## src/hw/rtl/tcce_pkg.sv

```systemverilog
package tcce_pkg;

    typedef enum logic [1:0] {
        OP_PUT        = 2'd0,
        OP_SET_CURSOR = 2'd1,
        OP_CLEAR      = 2'd2,
        OP_READ_CELL  = 2'd3
    } t_op;

    typedef enum logic [2:0] {
        S_INIT,
        S_IDLE,
        S_READ,
        S_SCROLL,
        S_DRAIN,
        S_FILL,
        S_DONE
    } t_state;

    // cell layout: attribute in the high byte, character in the low byte
    typedef logic [15:0] t_cell;

    localparam logic [7:0] CH_NEWLINE   = 8'd10;
    localparam logic [7:0] CH_RETURN    = 8'd13;
    localparam logic [7:0] CH_BACKSPACE = 8'd8;
    localparam logic [7:0] CH_SPACE     = 8'd32;

    typedef struct packed {
        logic [7:0] text_color;
        logic [7:0] blank_color;
        logic       cursor_visible;
    } t_cfg;

    typedef struct packed {
        logic        valid;
        logic        status;
        logic [4:0]  cursor_row;
        logic [6:0]  cursor_col;
        logic [11:0] crtc_position;
        logic [7:0]  cell_char;
        logic [7:0]  cell_color;
    } t_result;

endpackage

```

## src/hw/rtl/tcce_cfg_regs.sv

```systemverilog
module tcce_cfg_regs (
    input  logic          i_clk,
    input  logic          i_rst_n,
    input  logic          psel,
    input  logic          penable,
    input  logic          pwrite,
    input  logic [3:0]    paddr,
    input  logic [31:0]   pwdata,
    output logic [31:0]   prdata,
    output logic          pready,
    output tcce_pkg::t_cfg o_cfg
);
    import tcce_pkg::*;

    localparam logic [1:0] REG_TEXT_COLOR     = 2'd0;
    localparam logic [1:0] REG_BLANK_COLOR    = 2'd1;
    localparam logic [1:0] REG_CURSOR_VISIBLE = 2'd2;

    logic [7:0] r_text_color;
    logic [7:0] r_blank_color;
    logic       r_cursor_visible;
    logic       w_wr;

    assign pready = 1'b1;
    assign w_wr   = psel && penable && pwrite && pready;

    always_ff @(posedge i_clk) begin
        if (!i_rst_n) begin
            r_text_color     <= 8'd7;
            r_blank_color    <= 8'd7;
            r_cursor_visible <= 1'b1;
        end else if (w_wr) begin
            unique case (paddr[3:2])
                REG_TEXT_COLOR:     r_text_color     <= pwdata[7:0];
                REG_BLANK_COLOR:    r_blank_color    <= pwdata[7:0];
                REG_CURSOR_VISIBLE: r_cursor_visible <= pwdata[0];
                default: ;
            endcase
        end
    end

    always_comb begin
        unique case (paddr[3:2])
            REG_TEXT_COLOR:     prdata = {24'd0, r_text_color};
            REG_BLANK_COLOR:    prdata = {24'd0, r_blank_color};
            REG_CURSOR_VISIBLE: prdata = {31'd0, r_cursor_visible};
            default:            prdata = 32'd0;
        endcase
    end

    assign o_cfg.text_color     = r_text_color;
    assign o_cfg.blank_color    = r_blank_color;
    assign o_cfg.cursor_visible = r_cursor_visible;

endmodule

```

## config.mk

```make
export PLATFORM = sky130hd
export DESIGN_NAME = tcce_cfg_regs
export DESIGN_NICKNAME = d
export VERILOG_FILES = /design/src/hw/rtl/tcce_pkg.sv /design/src/hw/rtl/tcce_cfg_regs.sv
export SDC_FILE = /design/constraint.sdc
export NUM_CORES = 1
export LEC_CHECK = 0
export BUFFER_PORTS_ARGS = -buffer_cell sky130_fd_sc_hd__buf_2
export CELL_PAD_IN_SITES_DETAIL_PLACEMENT = 0
export CELL_PAD_IN_SITES_GLOBAL_PLACEMENT = 1
export CORE_AREA = 2 2 67 69
export DETAILED_ROUTE_END_ITERATION = 10
export DIE_AREA = 0 0 69 71
export PLACE_DENSITY_LB_ADDON = 0.1
export SETUP_SLACK_MARGIN = 0.1
export SLEW_MARGIN = 25
export SYNTH_ARGS = -nofsm -noshare
export SYNTH_HDL_FRONTEND = slang
export SYNTH_SLANG_ARGS = --single-unit
```

## constraint.sdc

```tcl
create_clock -name i_clk -period 2.4 [get_ports i_clk]
set_clock_uncertainty 0.1 [all_clocks]
set_input_delay 0.48 -clock i_clk [delete_from_list [all_inputs] [get_ports i_clk]]
set_output_delay 0.48 -clock i_clk [all_outputs]
set_load 0.02 [all_outputs]
```

* Yosys cells after proc, flatten, opt, wreduce, memory -nomap -nowiden *
Index checks and enable logic that the tools add are counted.

word-level totals
  register bits after elaboration = 17
  input port bits = 41

cells by class
  eq/ne operators = 2
  muxes and demuxes = 1
  reduce and logical (&&, ||, !) cells = 6

operators by type and width
  operator            number
  $pmux 8 s3          1
  $reduce_and 2->1    3
  $eq 2x1->1 const B  1
  $eq 2x2->1 const B  1
  $logic_and 1x1->1   2
  $logic_not 2->1     1

* Logic depth before layout (Yosys ltp) *
  word-level depth = 3
  mapped depth = 4
  mapped depth without buffers = 3

* Worst setup path before layout *
No wires, ideal clock.

  kind = input to output
  from = input port paddr[2]
  to = output port prdata[0]
  data arrival time = 1.296 ns
  path slack = 0.524 ns
  cell stages on the path = 3
  cell sequence = buf_2 > mux2i_1 > o21ai_0

on the way
  longest elaborated chain between the ends = 2
  elaborated cells on any way between the ends = 4

ends and longest elaborated chain
  what                                line                 RTL
  from (decl)                         tcce_cfg_regs.sv:7   input logic [3:0] paddr,
  $eq 2x2->1 (tied with other cells)  tcce_cfg_regs.sv:43  unique case (paddr[3:2])
  $pmux 8 s3 *                        tcce_cfg_regs.sv:43
  to (decl)                           tcce_cfg_regs.sv:9   output logic [31:0] prdata,

Every way passes the cells marked *; elsewhere a longest branch is shown, timed or not.

* Worst setup path after layout *
Same ends and word-level chain as after synthesis.

==> qor.csv <==
metric;value;unit
dpl.hpwl;1680;um
syn_area;1020;um2
vias_per_cell;3.84;
first_pass_iters;3;
final_common_cell;buf_2;
status;finished clean;
h-tree-depth;1;
track_usage;9.14;%
synth_top_family_by_area;multiplexers;
synth-simple-area-share;18.6;%
numPortBuffers;39;
min_period;1.85;ns
drc;0;
hold_buffers;0;
syn-instance-count;116;
finalHoldViolations;0;
place.gp.congestion;0.671;
slew_viol_final;0;
cts_root_buf;clkbuf_8;
cts.reportedPaths.clkPinSlew;0.07;ns
synth_cell_types;16;
grt_overflow_total;0;
coreArea;4200;um2
worstPathRequired;1.82;ns
pin_count;91;
synth-xor-area-share;0;%
finalSetupViolCount;0;
core.rowCount;24;
synth-seq-cells;17;
pwr_density_cell;496;nW/um2
post-cts-setup-buffers;0;
syn_to_final_growth;18.0;%
antenna_found_initial;0;
antenna_cells;0;
finalCritPeriodShare;77.0;%
grt_start_max_net_pins;26;
max_freq;541;MHz
numCtsBuffers;3;
cts_buffer_depth;2;
avgRoutedWirePerCell;10.9;um
synthAdderAreaFrac;0;%
fin_setup_tns;0;ns
dieArea;4900;um2
arrival;1.27;ns
final_nets;194;
cts_tree;yes;
post_cts_resized;0;
grt_pass1_wl;3550;um
drive_above_1_share;30.9;%
fin_hold_ws;0.374;ns
ant_nets;0;
clock_sinks;17;
first_global_vias;747;
drt-total-wl;2230;um
synth_compound_area_share;0.490;%
worstHoldPathType;reg -> reg;
start_util;24.3;%
ys_seq_area_share;33.3;%
route.vias.total;784;
ys_warn_count;0;
cp-start-kind;primary input;
leakagePower;0.000604;uW
cp-end-kind;primary output;
syn_area_per_cell;8.81;um2
die_w;69;um
crit_fanout;12;
rsz0062_at_grt;false;
drt_iter0_drc;8;
maxCapViolCount;0;
final_cell_mix;39 x buf_2, 25 x mux2i_1, 25 x conb_1;
yosys-mux-area-fraction;24.5;%
placed_cells;200;
post_dp_cell_area;1160;um2
die_h;71;um
design_area;1210;um2
worst-setup-path-type;in -> out;
fin_cells;204;
ir_worst_vdd;141;uV
clk_latency;0.25;ns
==> Yosys cell counts <==
library cell	n	area (um2)
buf_6	1	11.3
or3_1	1	6.26
nor2_1	7	26.3
o21ai_0	1	5.00
buf_4	26	195
mux2i_1	25	250
nand3_1	1	5.00
conb_1	2	7.51
nand2_1	16	60.1
dfxtp_1	17	340
nor3b_1	1	7.51
nand4_1	1	6.26
nor2b_1	11	68.8
clkbuf_1	2	7.51
nor3_2	1	10.0
buf_2	3	15.0
==> sequential cells by signal, summed over array words and instances, names as in the netlist <==
signal	flops
r_blank_color	8
r_cursor_visible	1
r_text_color	8
==> layer usage <==
layer	track usage [%]	up-vias	routed length, um
met4	5.88	0	34
met5	0	-	0
met1	10.4	351	949
li1	-	396	-
met3	2.28	2	158
met2	15.3	35	1090
==> cell families (layout without fill, tap and decap cells) <==
logic type,Yosys count,in the layout
flip-flops,17,17
buffers and inverters,32,45
other,2,25
AO/OA/AOI/OAI,1,1
AND/OR/NAND/NOR,39,39
multiplexers,25,25
==> worst paths after layout <==
| check | startpoint | end | slack [ns] | depth (start not counted) |
|---|---|---|---|---|
| worst max register to register | r_text_color[0]$_SDFFE_PN1P_ | r_text_color[0]$_SDFFE_PN1P_ | 1.67 | 2 |
| worst min register to register | r_blank_color[3]$_SDFFE_PN0P_ | r_blank_color[3]$_SDFFE_PN0P_ | 0.37 | 2 |
| worst min-delay path | r_blank_color[3]$_SDFFE_PN0P_ | r_blank_color[3]$_SDFFE_PN0P_ | 0.37 | 2 |
| worst max-delay path | paddr[2] | prdata[0] | 0.55 | 4 |
==> report_power, final <==
| group | internal, uW | switching (uW) |
|---|---|---|
| Combinational | 26.8 | 74.0 |
| Clock | 115 | 93.8 |
| Sequential | 286 | 2.57 |
| Total | 428 | 170 |
==> through the flow <==
step | total power [uW] | setup WS [ns] | util, %
3_3_place_gp | 396 | 0.547 | 27.6
2_1_floorplan | 401 | 0.524 | -
4_1_cts | 611 | 0.507 | 28.7
6_report | 598 | 0.551 | 28.7
5_1_grt | 636 | 0.456 | 28.7
3_5_place_dp | 396 | 0.520 | 27.6
==> final cells by class <==
cell class | instances | area (um2)
clock buffer | 3 | 41.3
sequential | 17 | 340
fill | 470 | 3000
timing repair buffer | 41 | 210
multi-input combinational | 90 | 544
tap | 52 | 65.1
clock inverter | 1 | 5.00
==> critical path, cell delays in order <==
cell and delay [ns]:
buf_2 0.29, mux2i_1 0.24, o21ai_0 0.08, buf_2 0.17
Power figures use the tool's default switching activity.
