==> config.mk <==
export PLATFORM = sky130hd
export DESIGN_NAME = tcce_engine
export DESIGN_NICKNAME = d
export VERILOG_FILES = /design/src/hw/rtl/tcce_pkg.sv /design/src/hw/rtl/tcce_engine.sv
export SDC_FILE = /design/constraint.sdc
export NUM_CORES = 1
export LEC_CHECK = 0
export ABC_AREA = 1
export BUFFER_PORTS_ARGS = -buffer_cell sky130_fd_sc_hd__buf_2
export CAP_MARGIN = 20
export CORE_MARGIN = 2
export CORE_UTILIZATION = 57
export DETAILED_ROUTE_END_ITERATION = 6
export MAX_ROUTING_LAYER = met4
export PLACE_DENSITY = 0.87
export SLEW_MARGIN = 20
export SYNTH_ARGS = -nofsm -noshare
export SYNTH_HDL_FRONTEND = slang
export SYNTH_SLANG_ARGS = --single-unit
export TNS_END_PERCENT = 1
==> constraint.sdc <==
create_clock -name i_clk -period 3.37 [get_ports i_clk]
set_clock_uncertainty 0.2 [all_clocks]
set_input_delay 0.337 -clock i_clk [delete_from_list [all_inputs] [get_ports i_clk]]
set_output_delay 0.337 -clock i_clk [all_outputs]
set_load 0.05 [all_outputs]
==> src/hw/rtl/tcce_pkg.sv <==
package tcce_pkg;

    typedef enum logic [1:0] {
        OP_PUT        = 2'd0,
        OP_SET_CURSOR = 2'd1,
        OP_CLEAR      = 2'd2,
        OP_READ_CELL  = 2'd3
    } t_op;

    typedef enum logic [2:0] {
        S_INIT,
        S_IDLE,
        S_READ,
        S_SCROLL,
        S_DRAIN,
        S_FILL,
        S_DONE
    } t_state;

    // cell layout: attribute in the high byte, character in the low byte
    typedef logic [15:0] t_cell;

    localparam logic [7:0] CH_NEWLINE   = 8'd10;
    localparam logic [7:0] CH_RETURN    = 8'd13;
    localparam logic [7:0] CH_BACKSPACE = 8'd8;
    localparam logic [7:0] CH_SPACE     = 8'd32;

    typedef struct packed {
        logic [7:0] text_color;
        logic [7:0] blank_color;
        logic       cursor_visible;
    } t_cfg;

    typedef struct packed {
        logic        valid;
        logic        status;
        logic [4:0]  cursor_row;
        logic [6:0]  cursor_col;
        logic [11:0] crtc_position;
        logic [7:0]  cell_char;
        logic [7:0]  cell_color;
    } t_result;

endpackage

==> src/hw/rtl/tcce_engine.sv <==
module tcce_engine #(
    parameter int   SCREEN_ROWS    = 25,
    parameter int   SCREEN_COLUMNS = 80,
    localparam int  RW             = $clog2(SCREEN_ROWS),
    localparam int  CW             = $clog2(SCREEN_COLUMNS),
    localparam int  AW             = RW + CW
) (
    input  logic             i_clk,
    input  logic             i_rst_n,
    input  logic             i_valid,
    output logic             o_ready,
    input  tcce_pkg::t_op    i_op,
    input  logic [7:0]       i_char,
    input  logic [4:0]       i_row,
    input  logic [6:0]       i_col,
    input  tcce_pkg::t_cfg   i_cfg,
    input  logic             i_slot_free,
    output tcce_pkg::t_result o_res,
    output logic             o_mem_we,
    output logic [AW-1:0]    o_mem_waddr,
    output tcce_pkg::t_cell  o_mem_wdata,
    output logic [AW-1:0]    o_mem_raddr,
    input  tcce_pkg::t_cell  i_mem_rdata
);
    import tcce_pkg::*;

    localparam logic [RW-1:0] LAST_ROW    = RW'(SCREEN_ROWS - 1);
    localparam logic [CW-1:0] LAST_COL    = CW'(SCREEN_COLUMNS - 1);
    localparam logic [5:0]    ROW_LIM     = 6'(SCREEN_ROWS);
    localparam logic [7:0]    COL_LIM     = 8'(SCREEN_COLUMNS);
    localparam logic [11:0]   CRTC_HIDDEN = 12'((SCREEN_ROWS + 1) * SCREEN_COLUMNS);

    t_state        r_state, n_state;
    logic [RW-1:0] r_cur_row, n_cur_row;
    logic [CW-1:0] r_cur_col, n_cur_col;
    logic [RW-1:0] r_sw_row, n_sw_row;
    logic [CW-1:0] r_sw_col, n_sw_col;
    logic          r_cp_valid, n_cp_valid;
    logic [AW-1:0] r_cp_addr, n_cp_addr;
    logic          r_status, n_status;
    t_cell         r_cell, n_cell;

    logic          w_take;
    logic          w_in_range;
    logic          w_last_row, w_last_col, w_home;
    logic          w_sw_end_col, w_sw_end;
    logic          w_plain_char;
    logic          w_scroll_req;
    logic [RW-1:0] w_adv_row;
    logic [CW-1:0] w_adv_col;
    logic [12:0]   w_lin;
    t_cell         w_blank;

    assign w_take       = i_valid && (r_state == S_IDLE);
    assign w_in_range   = ({1'b0, i_row} < ROW_LIM) && ({1'b0, i_col} < COL_LIM);
    assign w_last_row   = (r_cur_row == LAST_ROW);
    assign w_last_col   = (r_cur_col == LAST_COL);
    assign w_home       = (r_cur_row == '0) && (r_cur_col == '0);
    assign w_sw_end_col = (r_sw_col == LAST_COL);
    assign w_sw_end     = w_sw_end_col && (r_sw_row == LAST_ROW);
    assign w_plain_char = (i_char != CH_NEWLINE) && (i_char != CH_RETURN)
                          && (i_char != CH_BACKSPACE);
    // a newline on the bottom row or a character in the last cell scrolls
    assign w_scroll_req = ((i_char == CH_NEWLINE) && w_last_row)
                          || (w_plain_char && w_last_row && w_last_col);
    assign w_blank      = {i_cfg.blank_color, CH_SPACE};

    // sweep step in row-major order over the visible cells
    always_comb begin
        if (w_sw_end_col) begin
            w_adv_col = '0;
            w_adv_row = (r_sw_row == LAST_ROW) ? '0 : r_sw_row + 1'b1;
        end else begin
            w_adv_col = r_sw_col + 1'b1;
            w_adv_row = r_sw_row;
        end
    end

    // next state
    always_comb begin
        n_state = r_state;
        unique case (r_state)
            S_INIT: begin
                if (w_sw_end) n_state = S_IDLE;
            end
            S_IDLE: begin
                if (w_take) begin
                    unique case (i_op)
                        OP_PUT:        n_state = w_scroll_req ? S_SCROLL : S_DONE;
                        OP_SET_CURSOR: n_state = S_DONE;
                        OP_CLEAR:      n_state = S_FILL;
                        OP_READ_CELL:  n_state = w_in_range ? S_READ : S_DONE;
                        default:       n_state = S_DONE;
                    endcase
                end
            end
            S_READ:   n_state = S_DONE;
            S_SCROLL: begin
                if (w_sw_end) n_state = S_DRAIN;
            end
            S_DRAIN:  n_state = S_FILL;
            S_FILL: begin
                if (w_sw_end) n_state = S_DONE;
            end
            S_DONE: begin
                if (i_slot_free) n_state = S_IDLE;
            end
            default:  n_state = S_IDLE;
        endcase
    end

    // cursor, sweep and memory port
    always_comb begin
        n_cur_row   = r_cur_row;
        n_cur_col   = r_cur_col;
        n_sw_row    = r_sw_row;
        n_sw_col    = r_sw_col;
        n_cp_valid  = 1'b0;
        n_cp_addr   = {r_sw_row - 1'b1, r_sw_col};
        n_status    = r_status;
        n_cell      = r_cell;
        o_mem_we    = 1'b0;
        o_mem_waddr = {r_sw_row, r_sw_col};
        o_mem_wdata = w_blank;
        o_mem_raddr = {r_sw_row, r_sw_col};
        unique case (r_state)
            S_INIT: begin
                o_mem_we    = 1'b1;
                o_mem_wdata = '0;
                n_sw_row    = w_adv_row;
                n_sw_col    = w_adv_col;
            end
            S_IDLE: begin
                o_mem_raddr = {i_row[RW-1:0], i_col[CW-1:0]};
                if (w_take) begin
                    n_status = 1'b0;
                    n_cell   = '0;
                    n_sw_row = '0;
                    n_sw_col = '0;
                    unique case (i_op)
                        OP_PUT: begin
                            if (i_char == CH_NEWLINE) begin
                                n_cur_col = '0;
                                if (w_last_row) begin
                                    n_sw_row = RW'(1);
                                end else begin
                                    n_cur_row = r_cur_row + 1'b1;
                                end
                            end else if (i_char == CH_RETURN) begin
                                n_cur_col = '0;
                            end else if (i_char == CH_BACKSPACE) begin
                                if (!w_home) begin
                                    o_mem_we = 1'b1;
                                    if (r_cur_col == '0) begin
                                        n_cur_row = r_cur_row - 1'b1;
                                        n_cur_col = LAST_COL;
                                    end else begin
                                        n_cur_col = r_cur_col - 1'b1;
                                    end
                                    o_mem_waddr = {n_cur_row, n_cur_col};
                                end
                            end else begin
                                o_mem_we    = 1'b1;
                                o_mem_waddr = {r_cur_row, r_cur_col};
                                o_mem_wdata = {i_cfg.text_color, i_char};
                                if (w_last_col) begin
                                    n_cur_col = '0;
                                    if (w_last_row) begin
                                        n_sw_row = RW'(1);
                                    end else begin
                                        n_cur_row = r_cur_row + 1'b1;
                                    end
                                end else begin
                                    n_cur_col = r_cur_col + 1'b1;
                                end
                            end
                        end
                        OP_SET_CURSOR: begin
                            if (w_in_range) begin
                                n_cur_row = i_row[RW-1:0];
                                n_cur_col = i_col[CW-1:0];
                            end else begin
                                n_status = 1'b1;
                            end
                        end
                        OP_CLEAR: begin
                            n_cur_row = '0;
                            n_cur_col = '0;
                        end
                        OP_READ_CELL: begin
                            if (!w_in_range) n_status = 1'b1;
                        end
                        default: ;
                    endcase
                end
            end
            S_READ: begin
                n_cell = i_mem_rdata;
            end
            S_SCROLL: begin
                // read one row down, write the returned cell one row up in the next cycle
                n_cp_valid  = 1'b1;
                o_mem_we    = r_cp_valid;
                o_mem_waddr = r_cp_addr;
                o_mem_wdata = i_mem_rdata;
                n_sw_row    = w_sw_end ? LAST_ROW : w_adv_row;
                n_sw_col    = w_adv_col;
            end
            S_DRAIN: begin
                o_mem_we    = r_cp_valid;
                o_mem_waddr = r_cp_addr;
                o_mem_wdata = i_mem_rdata;
            end
            S_FILL: begin
                o_mem_we = 1'b1;
                n_sw_row = w_adv_row;
                n_sw_col = w_adv_col;
            end
            S_DONE: ;
            default: ;
        endcase
    end

    always_ff @(posedge i_clk) begin
        if (!i_rst_n) begin
            r_state    <= S_INIT;
            r_cur_row  <= '0;
            r_cur_col  <= '0;
            r_sw_row   <= '0;
            r_sw_col   <= '0;
            r_cp_valid <= 1'b0;
        end else begin
            r_state    <= n_state;
            r_cur_row  <= n_cur_row;
            r_cur_col  <= n_cur_col;
            r_sw_row   <= n_sw_row;
            r_sw_col   <= n_sw_col;
            r_cp_valid <= n_cp_valid;
        end
    end

    always_ff @(posedge i_clk) begin
        r_cp_addr <= n_cp_addr;
        r_status  <= n_status;
        r_cell    <= n_cell;
    end

    assign w_lin = 13'(r_cur_row) * 13'(SCREEN_COLUMNS) + 13'(r_cur_col);

    // outputs
    always_comb begin
        o_ready             = (r_state == S_IDLE);
        o_res.valid         = (r_state == S_DONE);
        o_res.status        = r_status;
        o_res.cursor_row    = 5'(r_cur_row);
        o_res.cursor_col    = 7'(r_cur_col);
        o_res.crtc_position = i_cfg.cursor_visible ? w_lin[11:0] : CRTC_HIDDEN;
        o_res.cell_char     = r_cell[7:0];
        o_res.cell_color    = r_cell[15:8];
    end

`ifndef ASSERT_OFF
    a_cursor_on_screen: assert property (@(posedge i_clk) disable iff (!i_rst_n)
        (r_cur_row <= LAST_ROW) && (r_cur_col <= LAST_COL))
        else $error("cursor left the screen");

    a_one_result: assert property (@(posedge i_clk) disable iff (!i_rst_n)
        o_res.valid && i_slot_free |=> !o_res.valid)
        else $error("result offered twice");

    a_take_blocks: assert property (@(posedge i_clk) disable iff (!i_rst_n)
        w_take |=> !o_ready)
        else $error("new item taken while one is in progress");

    a_copy_in_scroll: assert property (@(posedge i_clk) disable iff (!i_rst_n)
        r_cp_valid |-> (r_state == S_SCROLL || r_state == S_DRAIN))
        else $error("scroll copy write outside scroll");
`endif

endmodule

; Word level (Yosys, flattened, before mapping)
; Index checks and enable logic that the tools add are counted.
[totals]
register_bits = 57
input_bits = 59
output_inout_bits = 84
elab_cells = 144
[classes]
addsub = 8
multipliers = 1
magnitude_cmp = 2
n_eq_ne = 29
n_mux = 66
reduce_logical = 29
[op_table]
columns = op, n
row1 = 12-bit two-way mux, 8
row2 = 16-bit two-way mux, 6
row3 = 7-bit two-way mux, 9
row4 = 5-bit two-way mux, 12
row5 = 16-bit one-hot mux with 3 select lines, 1
row6 = 16-bit one-hot mux with 2 select lines, 1
row7 = 5-bit one-hot mux with 3 select lines, 2
row8 = "8-bit by 4-bit == test with 1-bit output, second input constant", 3
row9 = "8-bit by 4-bit inequality test with 1-bit output, second input constant", 3
row10 = 12-bit one-hot mux with 2 select lines, 1
row11 = 3-bit two-way mux, 7
row12 = 3-bit one-hot mux with 7 select lines, 1
row13 = 7-bit one-hot mux with 3 select lines, 1
row14 = "7-bit by 1-bit adder with 7-bit output, second input constant", 2
row15 = "7-bit == test, second input constant", 2
row16 = 1-bit two-way mux, 14
row17 = 7-bit one-hot mux with 2 select lines, 1
row18 = 12-bit by 7-bit adder with 12-bit output, 1
row19 = 3-bit one-hot mux with 4 select lines, 1
row20 = "5-bit by 1-bit adder with 5-bit output, second input constant", 2
row21 = "5-bit == test, second input constant", 2
row22 = "2-bit inequality test, second input constant", 5
row23 = 5-bit AND reduction, 2
row24 = "5-bit by 1-bit subtractor with 5-bit output, second input constant", 2
row25 = other kinds (26), 46

; Logic depth before layout (Yosys ltp)
[logic_depth]
depth_word = 10
ltp_mapped = 14
mapped_depth_nobuf = 14

; Worst setup path before layout
; OpenSTA, ideal clock, no wires.
[synth_path]
path_kind = flip-flop to output port
start = reg r_cur_row[3]
end = out o_res[25] in the netlist's numbering
arrival_time_ns = 3.094
required_time_ns = 2.833
setup_slack_ns = -0.261
stages_incl_launch_ff = 8
n_path_buf = 0
cell_sequence = dfxtp_1 ha_1 ha_1 inv_1 fa_1 inv_1 a21oi_1 nor3b_1
[synth_lines]
columns = element, line
row1 = "start, declared", tcce_engine.sv:34  ; logic [RW-1:0] r_cur_row, n_cur_row;
row2 = "start signal, assigned", tcce_engine.sv:234  ; r_cur_row <= n_cur_row;
row3 = "end, declared", tcce_engine.sv:18  ; output tcce_pkg::t_result o_res,

==> results_dict.tcl <==
set metrics [dict create \
    ant_nets 0 \
    avgSynthCellArea_um2 6.369 \
    critPathLaunchType "flop" \
    p_int_mw 1.141 \
    drc_errors 0 \
    max_freq_mhz 311.1 \
    grt_overflow 0 \
    synth_cell_types 40 \
    syn_area_um2 4707 \
    rows 33 \
    synth-edff-count 17 \
    setup_ws_ps 155.2 \
    async_flop_share_pct 0 \
    worstSetupPathType "reg -> out" \
    required_ps 2830 \
    yosys.area.top_type_share_pct 17.01 \
    final_area_um2 5724 \
    reg2reg_setup_slack_ps 1000 \
    die_width_um 94.88 \
    final.fill_count 687 \
    dr_total_vias 5379 \
    post_drt_wl_per_cell_um 15.27 \
    hp-class "in -> reg" \
    yosysSeqAreaShare_pct 27.86 \
    drive_gt1_share_pct 22.56 \
    p_leak_nw 3.017 \
    maxCapViolCount 0 \
    clkTransAtPathRegs_ps 80 \
    die_area_um2 9001 \
    wl_met2_mm 7.274 \
    final-hold-violation-count 0 \
    die_h_um 94.88 \
    p_per_area_nw_per_um2 271.4 \
    yosysTopAreaCell "dfxtp_1" \
    core_area_um2 8093 \
    finalNonFillerCells 988 \
    final_util_pct 70.73 \
    place.gp.congestion 0.9855 \
    vias_per_cell 5.444 \
    track_usage_pct 33.78 \
    arrival_ps 2680 \
    cts_tree "yes" \
    fin_crit_sh_pct 95.39 \
    ys_ff_latch 57 \
    antenna_found_initial 1 \
    rsz0062_at_grt "no" \
    setup_viol 0 \
    sw_frac_of_total_pct 26.52 \
    synth.most_common_cell "nand2_1" \
    nets 959 \
    yosys_warnings 0 \
    firstDrtPassIters 6 \
    post_cts_buffers 0 \
    drtIter0Drc 473 \
    pin_count 143 \
    grt_pass1_vias 4822 \
    crit_fanout 6 \
    worstMarginPinSlew_ps 637.4 \
    synthToLayoutAreaGrowth_pct 21.61 \
    clockBufferDepth 2 \
    dp_slack_ps 395.4 \
    root_buffer "clkbuf_8" \
    clkLatencyLatePin_ps 350 \
    power_mw 1.554 \
    pwr-share-seq_pct 46.0 \
    met1_length_mm 6.223 \
    cts.htree.levels 3 \
    endpoint_kind "primary output" \
    min_period_ps 3215 \
    outcome "finished, final reports clean" \
    place_inst 971 \
    met3_length_mm 1.287 \
    cts_sinks 57 \
    grt_pass1_wl_mm 22.71 \
    dpl_cell_area_um2 5498 \
    top_layer "met4" \
    synthFlopType "dfxtp_1" \
    slew_violations 0 \
    synth_cells 739 \
    cts_made_buffers 9 \
    initial_utilization_pct 58.16 \
    pwr-share-clk_pct 44.4 \
    grt_max_degree 23 \
    dp_hpwl_mm 11.74 \
    p_sw_uw 412.1 \
    yosys-top-cells-count "nand2_1, inv_1, nor2_1" \
    pwr-share-comb_pct 9.7 \
    io_buffers 142 \
    synth_area_leaders "dfxtp_1, nand2_1, edfxtp_1, inv_1, o21ai_0" \
    wl_mm 15.09 \
    syn_nets 821 \
    ir_drop_v 0.0002191 \
    slew_headroom_pct 57.40 \
]
[final cells by class]
class	count	area, um^2	share of cell area, %
tap	105	131.4	2.295
clock buffer	11	152.6	2.667
antenna	1	2.502	0.04372
timing repair buffer	149	765.7	13.38
clock inverter	5	53.80	0.9399
inverter	121	464.2	8.109
multi-input combinational	539	2839	49.60
sequential	57	1315	22.97
[worst max-delay path, stage by stage, from the launching register on]
cell and delay, ps:
dfxtp_1 380, ha_1 300, ha_1 170, inv_1 60, fa_1 400, xnor2_1 230
inv_1 120, nor4_2 180, o21ai_0 100, a21oi_1 110, buf_2 270
[per-layer routing]
layer	track usage (%)	vias up
li1	-	2641
met4	9.783	0
met1	40.49	2437
met2	57.92	269
met5	-	-
met3	6.225	32
[final timing paths]
check | from | depth (start not counted) | endpoint
hold / removal | i_mem_rdata[8] | 3 | r_cell[8]
setup reg to reg | r_sw_col[1] | 8 | r_state[0]
setup / recovery | r_cur_row[1] | 10 | o_res[26]
hold reg to reg | r_sw_col[3] | 0 | r_cp_addr[3]
[placed cells by master, fill, tap and decap left out, drive strengths merged]
master,count
nor2,94
o22ai,7
o211ai,6
nand4,8
nor4,1
dfxtp,40
a31oi,1
clkinv,8
nor3b,2
nand3,49
or2,1
ha,21
o221ai,1
bufinv,1
xor2,15
o21bai,9
and2,1
nor3,8
buf,148
xnor2,3
fa,2
clkbuf,12
o21ai,78
a22oi,2
diode,1
a21oi,41
inv,117
nand2,189
edfxtp,17
[power by group through the flow]
stage / sequential (mW) / clock, mW / combinational, mW
2_1_floorplan: 0.727 / 0 / 0.0826
5_1_grt: 0.714 / 0.722 / 0.164
3_5_place_dp: 0.729 / 0 / 0.146
3_3_place_gp: 0.729 / 0 / 0.143
6_report: 0.714 / 0.689 / 0.150
4_1_cts: 0.714 / 0.691 / 0.147
[sequential cells by signal (all words and copies together) (netlist names)]
name        count
r_cell         16
r_sw_row        5
r_cp_addr      12
r_cur_row       5
r_cur_col       7
r_cp_valid      1
r_sw_col        7
r_status        1
r_state         3
[kinds of logic (layout without fill, tap and decap cells)]
family                     after synthesis  in the layout  share of synthesized area [%]
AOI/OAI and AO/OA                      145            145                          17.04
xor gates and xnor gates                18             18                          3.349
adders and majority gates               23             23                          6.433
buffers and inverters                  143            286                          12.17
DFF                                     57             57                          27.86
other                                    0              1                              0
and+or+nand+nor                        353            353                          33.15
[metrics by stage]
stage | hold WS [ps] | setup TNS (ps)
floorplan | 151.1 | -133.0
global placement | 155.3 | 0
detailed placement | 159.3 | 0
CTS | 92.76 | 0
global route | 94.82 | 0
finish | 94.19 | 0
[timing repair]
item,CTS,global route
setup endpoints to repair,0,2
resized for setup,0,6
hold buffers,0,0
Power figures use the tool's default switching activity.
